## config.mk

```make
export PLATFORM = sky130hd
export DESIGN_NAME = bp_record_decoder
export DESIGN_NICKNAME = d
export VERILOG_FILES = /design/src/rtl/core/bprd_pkg.sv /design/src/rtl/core/bp_record_decoder.sv
export SDC_FILE = /design/constraint.sdc
export NUM_CORES = 1
export LEC_CHECK = 0
export ABC_AREA = 0
export BUFFER_PORTS_ARGS = -buffer_cell sky130_fd_sc_hd__buf_2
export CORE_ASPECT_RATIO = 0.75
export CORE_MARGIN = 1
export CORE_UTILIZATION = 25
export DETAILED_ROUTE_END_ITERATION = 12
export GPL_TIMING_DRIVEN = 0
export SLEW_MARGIN = 10
export SYNTH_ARGS = -nofsm -noshare
export SYNTH_HDL_FRONTEND = slang
export SYNTH_SLANG_ARGS = --single-unit
```

## constraint.sdc

```tcl
create_clock -name clk -period 19.43 [get_ports clk]
set_input_delay 3.886 -clock clk [delete_from_list [all_inputs] [get_ports clk]]
set_output_delay 3.886 -clock clk [all_outputs]
set_load 0.03 [all_outputs]
```

## src/rtl/core/bprd_pkg.sv

```systemverilog
// Shared types, codes and calendar helpers for the blood-pressure record decoder.
package bprd_pkg;

    localparam int unsigned CfgIndexWidth = 3;
    localparam int unsigned CfgDataWidth  = 9;

    localparam logic [CfgIndexWidth-1:0] CFG_SYSTOLIC_MIN   = 3'd0;
    localparam logic [CfgIndexWidth-1:0] CFG_SYSTOLIC_MAX   = 3'd1;
    localparam logic [CfgIndexWidth-1:0] CFG_DIASTOLIC_MIN  = 3'd2;
    localparam logic [CfgIndexWidth-1:0] CFG_DIASTOLIC_MAX  = 3'd3;
    localparam logic [CfgIndexWidth-1:0] CFG_PULSE_MIN      = 3'd4;
    localparam logic [CfgIndexWidth-1:0] CFG_PULSE_MAX      = 3'd5;
    localparam logic [CfgIndexWidth-1:0] CFG_YEAR_LIMIT     = 3'd6;
    localparam logic [CfgIndexWidth-1:0] CFG_CLOCK_SET_YEAR = 3'd7;

    localparam logic [8:0] SYSTOLIC_MIN_RST   = 9'd60;
    localparam logic [8:0] SYSTOLIC_MAX_RST   = 9'd260;
    localparam logic [7:0] DIASTOLIC_MIN_RST  = 8'd30;
    localparam logic [7:0] DIASTOLIC_MAX_RST  = 8'd200;
    localparam logic [7:0] PULSE_MIN_RST      = 8'd30;
    localparam logic [7:0] PULSE_MAX_RST      = 8'd220;
    localparam logic [7:0] YEAR_LIMIT_RST     = 8'd100;
    localparam logic [7:0] CLOCK_SET_YEAR_RST = 8'd16;

    localparam logic [8:0]  SYSTOLIC_BIAS = 9'd25;
    localparam logic [11:0] YEAR_BASE     = 12'd2000;
    localparam logic [5:0]  SECOND_MAX    = 6'd59;
    localparam logic [5:0]  MINUTE_LIMIT  = 6'd60;
    localparam logic [4:0]  HOUR_LIMIT    = 5'd24;
    localparam logic [3:0]  MONTH_FEB     = 4'd2;
    // Century years in range that are not leap years: 2100 and 2200.
    localparam logic [7:0]  CENTURY_A_OFF = 8'd100;
    localparam logic [7:0]  CENTURY_B_OFF = 8'd200;

    typedef enum logic [1:0] {
        STATUS_OK        = 2'd0,
        STATUS_EMPTY     = 2'd1,
        STATUS_IMPLAUS   = 2'd2,
        STATUS_BAD_DATE  = 2'd3
    } status_t;

    typedef struct packed {
        logic [63:0] record_front;
        logic [47:0] record_back;
    } record_t;

    typedef struct packed {
        logic [1:0]  status;
        logic [8:0]  systolic;
        logic [7:0]  diastolic;
        logic [7:0]  pulse;
        logic [11:0] year;
        logic [3:0]  month;
        logic [4:0]  day;
        logic [4:0]  hour;
        logic [5:0]  minute;
        logic [5:0]  second;
        logic [2:0]  flags;
        logic [7:0]  arrhythmia_count;
    } result_t;

    // Days in a month; zero for a month code outside 1..12.
    function automatic logic [4:0] month_days(input logic [3:0] month, input logic leap);
        logic [4:0] days;
        begin
            case (month)
                4'd1, 4'd3, 4'd5, 4'd7, 4'd8, 4'd10, 4'd12: days = 5'd31;
                4'd4, 4'd6, 4'd9, 4'd11:                    days = 5'd30;
                MONTH_FEB:                                  days = leap ? 5'd29 : 5'd28;
                default:                                    days = 5'd0;
            endcase
            return days;
        end
    endfunction

endpackage

```

## src/rtl/core/bp_record_decoder.sv

```systemverilog
// Top level of the blood-pressure record decoder: three-stage request pipeline.
// Takes one 14-byte record per cycle while record_stall is low and returns one decoded
// result per record, in order. A request passes from the stage 1 register to stage 2 and
// then to the stage 3 output register; the result stays on the output until the result
// side does not stall. Stage 1 registers the record, stage 2 holds the unpacked fields
// and the threshold and calendar compares, stage 3 is the output register with the final
// status. Each stage advances when it is empty or the stage after it moves, so new
// requests are taken while a result waits. Thresholds are written through the cfg port,
// which is always ready; write them only while no record is in flight.
module bp_record_decoder (
    input  logic                                 clk,
    input  logic                                 rst_n,
    input  logic                                 record_valid,
    output logic                                 record_stall,
    input  bprd_pkg::record_t                    record,
    output logic                                 result_valid,
    input  logic                                 result_stall,
    output bprd_pkg::result_t                    result,
    input  logic                                 cfg_valid,
    output logic                                 cfg_ready,
    input  logic [bprd_pkg::CfgIndexWidth-1:0]   cfg_index,
    input  logic [bprd_pkg::CfgDataWidth-1:0]    cfg_data
);

    typedef struct packed {
        logic             empty;
        logic             bp_ok;
        logic             time_ok;
        logic [4:0]       mdays;
        bprd_pkg::result_t fields;
    } s2_t;

    logic [8:0] sys_min_reg, sys_max_reg;
    logic [7:0] dia_min_reg, dia_max_reg, pul_min_reg, pul_max_reg;
    logic [7:0] year_limit_reg, clock_year_reg;

    logic              s1_valid_reg, s2_valid_reg, s3_valid_reg;
    bprd_pkg::record_t s1_rec_reg;
    s2_t               s2_reg, s2_next;
    bprd_pkg::result_t s3_reg, s3_next;
    logic              s1_ready, s2_ready, s3_ready;

    logic [7:0] b0, b1, b2, b3, b4, b5, b6, b7, b8;
    logic [8:0] sys;
    logic [5:0] sec_raw;
    logic       leap;
    logic       date_ok;

    // config registers
    assign cfg_ready = 1'b1;

    always_ff @(posedge clk or negedge rst_n)
    begin
        if (!rst_n)
        begin
            sys_min_reg    <= bprd_pkg::SYSTOLIC_MIN_RST;
            sys_max_reg    <= bprd_pkg::SYSTOLIC_MAX_RST;
            dia_min_reg    <= bprd_pkg::DIASTOLIC_MIN_RST;
            dia_max_reg    <= bprd_pkg::DIASTOLIC_MAX_RST;
            pul_min_reg    <= bprd_pkg::PULSE_MIN_RST;
            pul_max_reg    <= bprd_pkg::PULSE_MAX_RST;
            year_limit_reg <= bprd_pkg::YEAR_LIMIT_RST;
            clock_year_reg <= bprd_pkg::CLOCK_SET_YEAR_RST;
        end
        else if (cfg_valid && cfg_ready)
        begin
            case (cfg_index)
                bprd_pkg::CFG_SYSTOLIC_MIN:   sys_min_reg    <= cfg_data;
                bprd_pkg::CFG_SYSTOLIC_MAX:   sys_max_reg    <= cfg_data;
                bprd_pkg::CFG_DIASTOLIC_MIN:  dia_min_reg    <= cfg_data[7:0];
                bprd_pkg::CFG_DIASTOLIC_MAX:  dia_max_reg    <= cfg_data[7:0];
                bprd_pkg::CFG_PULSE_MIN:      pul_min_reg    <= cfg_data[7:0];
                bprd_pkg::CFG_PULSE_MAX:      pul_max_reg    <= cfg_data[7:0];
                bprd_pkg::CFG_YEAR_LIMIT:     year_limit_reg <= cfg_data[7:0];
                bprd_pkg::CFG_CLOCK_SET_YEAR: clock_year_reg <= cfg_data[7:0];
                default: ;
            endcase
        end
    end

    // flow control
    assign s3_ready     = !s3_valid_reg || !result_stall;
    assign s2_ready     = !s2_valid_reg || s3_ready;
    assign s1_ready     = !s1_valid_reg || s2_ready;
    assign record_stall = !s1_ready;
    assign result_valid = s3_valid_reg;
    assign result       = s3_reg;

    // stage 2: unpack and compare
    always_comb
    begin
        b0 = s1_rec_reg.record_front[63:56];
        b1 = s1_rec_reg.record_front[55:48];
        b2 = s1_rec_reg.record_front[47:40];
        b3 = s1_rec_reg.record_front[39:32];
        b4 = s1_rec_reg.record_front[31:24];
        b5 = s1_rec_reg.record_front[23:16];
        b6 = s1_rec_reg.record_front[15:8];
        b7 = s1_rec_reg.record_front[7:0];
        b8 = s1_rec_reg.record_back[47:40];

        sys     = {1'b0, b1} + bprd_pkg::SYSTOLIC_BIAS;
        sec_raw = b7[5:0];
        leap    = (b2[1:0] == 2'b00) && (b2 != bprd_pkg::CENTURY_A_OFF)
                  && (b2 != bprd_pkg::CENTURY_B_OFF);

        s2_next.empty = (&s1_rec_reg.record_front) && (&s1_rec_reg.record_back);

        s2_next.bp_ok = (sys >= sys_min_reg) && (sys <= sys_max_reg)
                        && (b0 >= dia_min_reg) && (b0 <= dia_max_reg)
                        && (sys > {1'b0, b0})
                        && (b3 >= pul_min_reg) && (b3 <= pul_max_reg);

        s2_next.time_ok = ({b5[4:0]} < bprd_pkg::HOUR_LIMIT)
                          && ({b6[3:0], b7[7:6]} < bprd_pkg::MINUTE_LIMIT)
                          && (b2 <= year_limit_reg);

        s2_next.mdays = bprd_pkg::month_days(b4[5:2], leap);

        s2_next.fields.status           = bprd_pkg::STATUS_OK;
        s2_next.fields.systolic         = sys;
        s2_next.fields.diastolic        = b0;
        s2_next.fields.pulse            = b3;
        s2_next.fields.year             = {4'd0, b2} + bprd_pkg::YEAR_BASE;
        s2_next.fields.month            = b4[5:2];
        s2_next.fields.day              = {b4[1:0], b5[7:5]};
        s2_next.fields.hour             = b5[4:0];
        s2_next.fields.minute           = {b6[3:0], b7[7:6]};
        s2_next.fields.second           = (sec_raw > bprd_pkg::SECOND_MAX)
                                          ? bprd_pkg::SECOND_MAX : sec_raw;
        s2_next.fields.flags            = {(b2 >= clock_year_reg), b4[6], b4[7]};
        s2_next.fields.arrhythmia_count = b8;
    end

    // stage 3: day check and status
    always_comb
    begin
        date_ok = (s2_reg.fields.day != 5'd0) && (s2_reg.fields.day <= s2_reg.mdays)
                  && s2_reg.time_ok;
        s3_next = s2_reg.fields;
        if (s2_reg.empty)
        begin
            s3_next        = '0;
            s3_next.status = bprd_pkg::STATUS_EMPTY;
        end
        else if (!s2_reg.bp_ok)
        begin
            s3_next.status = bprd_pkg::STATUS_IMPLAUS;
        end
        else if (!date_ok)
        begin
            s3_next.status = bprd_pkg::STATUS_BAD_DATE;
        end
        else
        begin
            s3_next.status = bprd_pkg::STATUS_OK;
        end
    end

    always_ff @(posedge clk or negedge rst_n)
    begin
        if (!rst_n)
        begin
            s1_valid_reg <= 1'b0;
            s2_valid_reg <= 1'b0;
            s3_valid_reg <= 1'b0;
        end
        else
        begin
            if (s1_ready)
            begin
                s1_valid_reg <= record_valid;
            end
            if (s2_ready)
            begin
                s2_valid_reg <= s1_valid_reg;
            end
            if (s3_ready)
            begin
                s3_valid_reg <= s2_valid_reg;
            end
        end
    end

    always_ff @(posedge clk)
    begin
        if (s1_ready && record_valid)
        begin
            s1_rec_reg <= record;
        end
        if (s2_ready && s1_valid_reg)
        begin
            s2_reg <= s2_next;
        end
        if (s3_ready && s2_valid_reg)
        begin
            s3_reg <= s3_next;
        end
    end

endmodule
```

Word-level counts from Yosys, hierarchy flattened --
Cells that the tools add are included.
Cells by class: add/sub/neg operators 2, order comparisons 13, equal/unequal tests 21, multiplexer cells 4, reduce and logical (&&, ||, !) cells 39
Operators with widths (number):
- 64-bit AND reduction | 1
- 48-bit AND reduction | 1
- 8-bit greater-or-equal comparator | 3
- 8-bit <= comparator | 3
- 4-bit == test (second input constant) | 5
- 4-bit by 3-bit == test with 1-bit output (second input constant) | 4
- 1-bit logical AND | 16
- 2-bit AND reduction | 8
- 5-bit one-hot mux with 3 select lines | 1
- 8-bit by 11-bit adder with 12-bit output (second input constant) | 1
- 3-bit == test (second input constant) | 4
- 8-bit by 5-bit adder with 9-bit output (second input constant) | 1
- 9-bit greater-or-equal comparator | 1
- 9-bit by 8-bit greater-than comparator with 1-bit output | 1
- 9-bit <= comparator | 1
- 4-bit by 2-bit == test with 1-bit output (second input constant) | 2
- 8-bit by 7-bit inequality test with 1-bit output (second input constant) | 1
- 8-bit inequality test (second input constant) | 1
- 7-bit OR reduction | 1
- 3-bit by 2-bit == test with 1-bit output (second input constant) | 2
- 6-bit greater-than comparator (second input constant) | 1
- 6-bit less-than comparator (second input constant) | 1
- 5-bit <= comparator | 1
- 1-bit zero test | 5
- other kinds (10) | 13
Storage, ports and cells: flip-flop bits (word level) 339, bits of input ports 129, output and inout port bits 79, word-level logic and storage cells 119

Depth between registers and ports, before layout --
Gate-level depths: netlist of the first run.
depth in word-level cells 8, gate-level depth with buffers 12

Least setup slack after synthesis of the first run --
OpenSTA, ideal clock, no wires.
path type input to register, start point in result_stall, end point reg s3_reg, in the netlist result[0] (enable), arrival 9343 ps, path slack 9465 ps, stages 1, path buffers 0, cells stage by stage a21boi_0
Between the ends: longest elaborated chain between the ends 3
Ends and longest elaborated chain:
- from (decl) | RTL line bp_record_decoder.sv:17 | input logic result_stall,
- 1-bit zero test | RTL line bp_record_decoder.sv:82 | assign s3_ready = !s3_valid_reg || !result_stall;
- 1-bit logical OR | RTL line bp_record_decoder.sv:82
- 1-bit logical AND | RTL line bp_record_decoder.sv:195 | if (s3_ready && s2_valid_reg)
- to (signal assigned) | RTL line bp_record_decoder.sv:197 | s3_reg <= s3_next;
- to (decl) | RTL line bp_record_decoder.sv:40 | bprd_pkg::result_t s3_reg, s3_next;
Every way passes these cells. A chain may end at the register's enable or synchronous reset.

Final worst setup path of the first run --
start point in result_stall, end point out record_stall
Between the ends: longest elaborated chain between the ends 5
Ends and longest elaborated chain:
- 1-bit zero test | RTL line bp_record_decoder.sv:82
- 1-bit logical OR | RTL line bp_record_decoder.sv:82
- 1-bit logical OR | RTL line bp_record_decoder.sv:83 | assign s2_ready = !s2_valid_reg || s3_ready;
- 1-bit logical OR | RTL line bp_record_decoder.sv:84 | assign s1_ready = !s1_valid_reg || s2_ready;
- 1-bit zero test | RTL line bp_record_decoder.sv:85 | assign record_stall = !s1_ready;
- to (decl) | RTL line bp_record_decoder.sv:14 | output logic record_stall,
Every way passes these cells.

==> results of run 1 <==
[cell usage in the layout (no fill, tap or decap), types with 3 or more instances in the layout]
cell type	netlist	layout
nand3_1	9	9
nand4_1	38	38
clkbuf_1	10	14
bufinv_16	0	3
buf_16	0	4
clkinv_2	0	5
o21ai_0	46	46
edfxtp_1	266	266
ha_1	84	84
nand2b_1	9	9
o211ai_1	4	4
and2_1	5	3
buf_4	3	4
dfstp_2	26	26
nand4b_1	3	3
clkinvlp_4	0	8
a21oi_1	28	28
mux2_2	36	36
a21o_1	6	6
clkbuf_16	0	31
nor2b_1	82	82
buf_2	7	208
nand2_1	42	42
nor2_1	15	15
o2111ai_1	3	3
o21a_1	4	4
dfrtp_1	43	43
xor2_1	5	5
nor3_1	3	3
nor4_1	8	8
inv_1	78	78
[cell families (layout without fill, tap and decap cells)]
family	after synthesis	after routing	share of synthesized area, %
flip-flops	335	335	71.56
AND/OR/NAND/NOR	226	226	9.701
AO/OA/AOI/OAI	105	105	4.621
buffers and inverters	99	364	2.875
adder cells (fa/ha/maj)	84	84	7.716
multiplexers	37	37	3.050
XOR/XNOR	7	7	0.4501
other	1	2	0.02753
[stage by stage]
step	worst slack [ns]	hold WS, ns	area (um2)
floorplan	9.465	0.4260	13620
finish	11.11	0.4511	16710
detailed placement	11.11	0.4338	15690
global placement	5.618	0.4289	15520
CTS	11.11	0.4489	16710
global route	11.07	0.4635	16710
[metal layers]
| layer | track usage, % | vias up | wire length, um |
|---|---|---|---|
| li1 | - | 3766 | - |
| met2 | 18.77 | 209 | 15240 |
| met3 | 2.761 | 41 | 1851 |
| met1 | 18.20 | 4001 | 17070 |
| met4 | 1.565 | 4 | 427 |
| met5 | 0 | - | 30 |
[how the worst min path moves through the flow]
stage                      from         end
after CTS                 b8[5]   s2_reg[5]
after global routing      b8[5]   s2_reg[5]
final                     b8[5]   s2_reg[5]
after global placement    b7[6]  s2_reg[17]
after detailed placement  b8[5]   s2_reg[5]
after floorplan           b6[2]  s2_reg[21]
[critical path, cell delays in order]
cell     delay (ns)
buf_2          0.13
nand4_1        0.14
inv_1          0.08
buf_2          0.19
[area by class of cell]
class,count,area (um2)
fill,5313,36720
sequential,335,9747
multi-input combinational,460,3498
timing repair buffer,208,1164
tap,712,890.9
clock buffer,37,818.3
inverter,78,292.8
clock inverter,20,200.2
buffer,21,98.84
antenna,1,2.502
[power by group]
| part | switching, mW | total, mW | internal (mW) |
|---|---|---|---|
| Combinational | 0.161 | 0.262 | 0.101 |
| Sequential | 0.0370 | 0.916 | 0.879 |
| Clock | 0.275 | 0.617 | 0.342 |
==> flow_summary.toml, run 1 <==
[power]
power.density_nw_per_um2 = 107.4
p_leak_nw = 6.591
ir_worst_vdd_v = 0.00005552
power_mw = 1.794

[floorplan]
core_um2 = 53430
die_y_um = 204.1
io_pins = 208
start_util_pct = 25.49
dieArea_um2 = 55430
rows = 73
die_width_um = 271.5

[logic_synthesis]
syn_avg_cell_area_um2 = 15.24
synth_seq_cells = 335
yosysTopAreaCell = "edfxtp_1"
synth_cells = 894
yosys_warnings = 0
yosysSeqAreaShare_pct = 71.56
synth_top_cell_area_share_pct = 58.64
async_flop_share_pct = 20.60
syn_nets = 1107
synth.distinct_cells = 52
synth_common_cells = "edfxtp_1 (266), ha_1 (84), nor2b_1 (82), inv_1 (78), o21ai_0 (46)"
synth_top_flop_cell = "edfxtp_1"
yosysMostFrequentCell = "edfxtp_1"
synth-edff-count = 266
yosys-top-cells-area = "edfxtp_1 (59%), dfrtp_1 (7.9%), ha_1 (7.7%)"
syn_area_um2 = 13620

[route]
wl_um = 34620
vias_per_cell = 4.285
vias = 8021
drtIter0Drc = 482
drc = 0
postRouteAntennaNets = 0
drtPass1Iterations = 5
wl_per_cell_um = 18.49

[sta]
fmax_mhz = 120.3
worst_pin_slew_ns = 1.041
max-slew-margin-rel_pct = 29.95
skew_ns = 0.01282
setup_violations = 0
finalHoldViolCount = 0
finalSetupTns_ns = 0
finalCriticalPeriod_ns = 8.316
fin_crit_sh_pct = 42.80
grt_setup_unrepaired = "false"
drv_slew = 0

[clock_network]
cts_buffer_depth = 3
cts_buffers = 31
clk-insertion-delay-late_ns = 0.57
cts-resized-gates = 0
cts_tree = "done"
cts_max_level = 1
root_buffer = "clkbuf_16"
holdBufCountCts = 0
cts_setup_buffers = 0
cts_sinks = 335
clkTransAtPathRegs_ns = 0.07

[critical_path]
worstReg2RegStart = "b1[0]"
r2r_cells = 11
cp-start-kind = "input port"
rr_endpoint = "s2_reg[82]"
crit_path_start = "result_stall"
critPathArrivalTime_ns = 4.43
cp_max_fo = 4
r2r_slack_ns = 15.76
cp-endpoint = "record_stall"
endpoint_kind = "primary output"
crit_required_ns = 15.54
critPathKind = "in2out"

[finish]
largest_register_ffs = 79
final_util_pct = 31.28
stdcell_count = 1872
area_growth_pct = 22.70
nNetsFinal = 1348
drive_gt1_share_pct = 29.77

[status]
status = "complete, no violations"

[place]
portBuffers = 202
place.gp.congestion = 0.8226
place_hpwl_um = 25370
dp_cells = 1814

[global_route]
grt_pass1_vias = 7987
antenna_found_initial = 2
grt_max_degree = 67
grt_pass1_wl_um = 50740
gr-total-overflow = 0
grtUsageTotal_pct = 12.32

[job]
drv_cap = 0

[min_path]
hold_path_class = "reg2reg"
hold_depth = 0
Power figures use the tool's default switching activity.
==> inputs of run 2 (changes only) <==
ABC_AREA = 1   (was 0)
clock period = 7.17 ns   (was 19.43 ns; I/O delays follow)
==> flow_summary.toml, run 2 <==
[sta]
setup_violations = 0
fin_crit_sh_pct = 52.08
worst_pin_slew_ns = 0.8531
finalSetupTns_ns = 0
fmax_mhz = 267.8
hold-worst-slack_ns = 0.4442
grt_setup_unrepaired = "false"
finalCriticalPeriod_ns = 3.734
setup_slack_ns = 3.436
drv_slew = 0
finalHoldViolCount = 0
max-slew-margin-rel_pct = 43.13
skew_ns = 0.01867

[finish]
final_cell_mix = "edfxtp_1 (266), buf_2 (209), inv_1 (206), nand2_1 (175), nor2_1 (99)"
drive_gt1_share_pct = 22.22
nNetsFinal = 1588
mostFrequentLayoutCell = "edfxtp_1"
area_growth_pct = 24.65
stdcell_count = 2127
final_util_pct = 31.57
largest_register_ffs = 79
design_area_um2 = 17220

[status]
status = "complete, no violations"

[floorplan]
die_y_um = 205.6
dieArea_um2 = 56200
core_um2 = 54530
io_pins = 208
rows = 74
die_width_um = 273.4
start_util_pct = 25.33

[power]
power_mw = 5.112
p_leak_nw = 7.452
power.density_nw_per_um2 = 296.9
ir_worst_vdd_v = 0.0001438

[critical_path]
crit_required_ns = 5.74
cp-start-kind = "input port"
slowest_stage = "buf_2"
r2r_slack_ns = 4.31
critPathArrivalTime_ns = 2.30
cpPeakStageDelay_ns = 0.26
crit_path_start = "result_stall"
cp_max_fo = 4
critPathKind = "in2out"
crit_chain = "buf_2, nand2_1, nor2_1, inv_1, nor2_1, buf_2"
endpoint_kind = "primary output"
crit_family = "buffers and inverters"
worstReg2RegStart = "b1[0]"
cp_num_buf_inv = 3

[place]
placed_cell_area_um2 = 15970
place.gp.congestion = 0.7936
dp_cells = 2057
place_hpwl_um = 25620
portBuffers = 206
pre_cts_slack_ns = 3.348

[min_path]
hold_path_class = "reg2reg"
hp-start = "b5[2]"

[clock_network]
clk-insertion-delay-late_ns = 0.54
cts_buffer_depth = 3
cts_tree = "done"
cts_buffers = 38
clkTransAtPathRegs_ns = 0.06
cts_setup_buffers = 0
root_buffer = "clkbuf_16"
cts_max_level = 2
cts_sinks = 335
cts-resized-gates = 0
holdBufCountCts = 0

[logic_synthesis]
yosysMostFrequentCell = "edfxtp_1"
synth.distinct_cells = 33
yosys_warnings = 0
synth_top_flop_cell = "edfxtp_1"
synth_cells = 1120
syn_area_um2 = 13810
syn_avg_cell_area_um2 = 12.33
yosysSeqAreaShare_pct = 70.57
synth_seq_cells = 335
synth_top_cell_area_share_pct = 57.83
async_flop_share_pct = 20.60
synth_common_cells = "edfxtp_1 (266), inv_1 (207), nand2_1 (175), nor2_1 (100), ha_1 (84)"
syn_nets = 1333
synth-edff-count = 266
yosysTopAreaCell = "edfxtp_1"
yosys-top-cells-area = "edfxtp_1 (58%), dfrtp_1 (7.8%), ha_1 (7.6%)"

[global_route]
grt_pass1_wl_um = 49640
grt_pass1_vias = 8647
grt_max_degree = 67
gr-total-overflow = 0
grtUsageTotal_pct = 11.84
antenna_found_initial = 3

[route]
vias_per_cell = 4.102
postRouteAntennaNets = 0
wl_per_cell_um = 15.85
wl_um = 33700
drtIter0Drc = 488
drtPass1Iterations = 5
vias = 8726
drc = 0

[job]
drv_cap = 0
## run 2: cell types whose count changed after synthesis, sizes merged, moves of 4 or more
cell,delta
nand4,-8
a21oi,+5
a21o,-4
nand2,+134
inv,+129
mux2,-36
o21ai,+28
nor2b,-82
nand2b,-10
nor2,+86
nand3,+13
nor3,+7
## run 2: logic make-up after synthesis
group | after synthesis | share of synthesized area, %
xor gates and xnor gates | 6 | 0.3805
adders and majority gates | 84 | 7.609
and+or+nand+nor | 350 | 10.69
AOI/OAI and AO/OA | 116 | 4.375
other | 1 | 0.02715
buffers and inverters | 228 | 6.350
DFF | 335 | 70.57
## run 2: worst paths after layout
| kind | end | depth (start not counted) |
|---|---|---|
| worst max-delay path | record_stall | 6 |
| max in group asynchronous | sys_min_reg[4] | 2 |
| worst min register to register | s2_reg[25] | 0 |
| worst min-delay path | s2_reg[25] | 0 |
| min in group asynchronous | result_valid | 1 |
| worst max register to register | s2_reg[82] | 13 |
## run 2: report_power, final
part           internal [mW]  switching, mW  leakage [nW]
combinational          0.246          0.469          3.46
sequential              2.37         0.0990          3.39
clock                   1.15          0.778         0.598
total                   3.77           1.35          7.45
## run 2: layout make-up
class	count	area [um2]
multi-input combinational	557	3207
clock inverter	17	185.2
sequential	335	9747
clock buffer	52	1056
antenna	1	2.502
inverter	207	779.5
fill	5466	37320
tap	722	903.4
timing repair buffer	215	1236
buffer	21	100.1
## run 2: per-layer routing
layer  part of all wire (%)  track usage [%]  up-vias  wire, um
li1                       -                -     4278         -
met1                     47            16.30     4198     15840
met2                     46            18.67      200     15430
met3                    5.1            2.392       50      1729
met4                    2.1            3.671        0       695
met5                      0                0        -         0
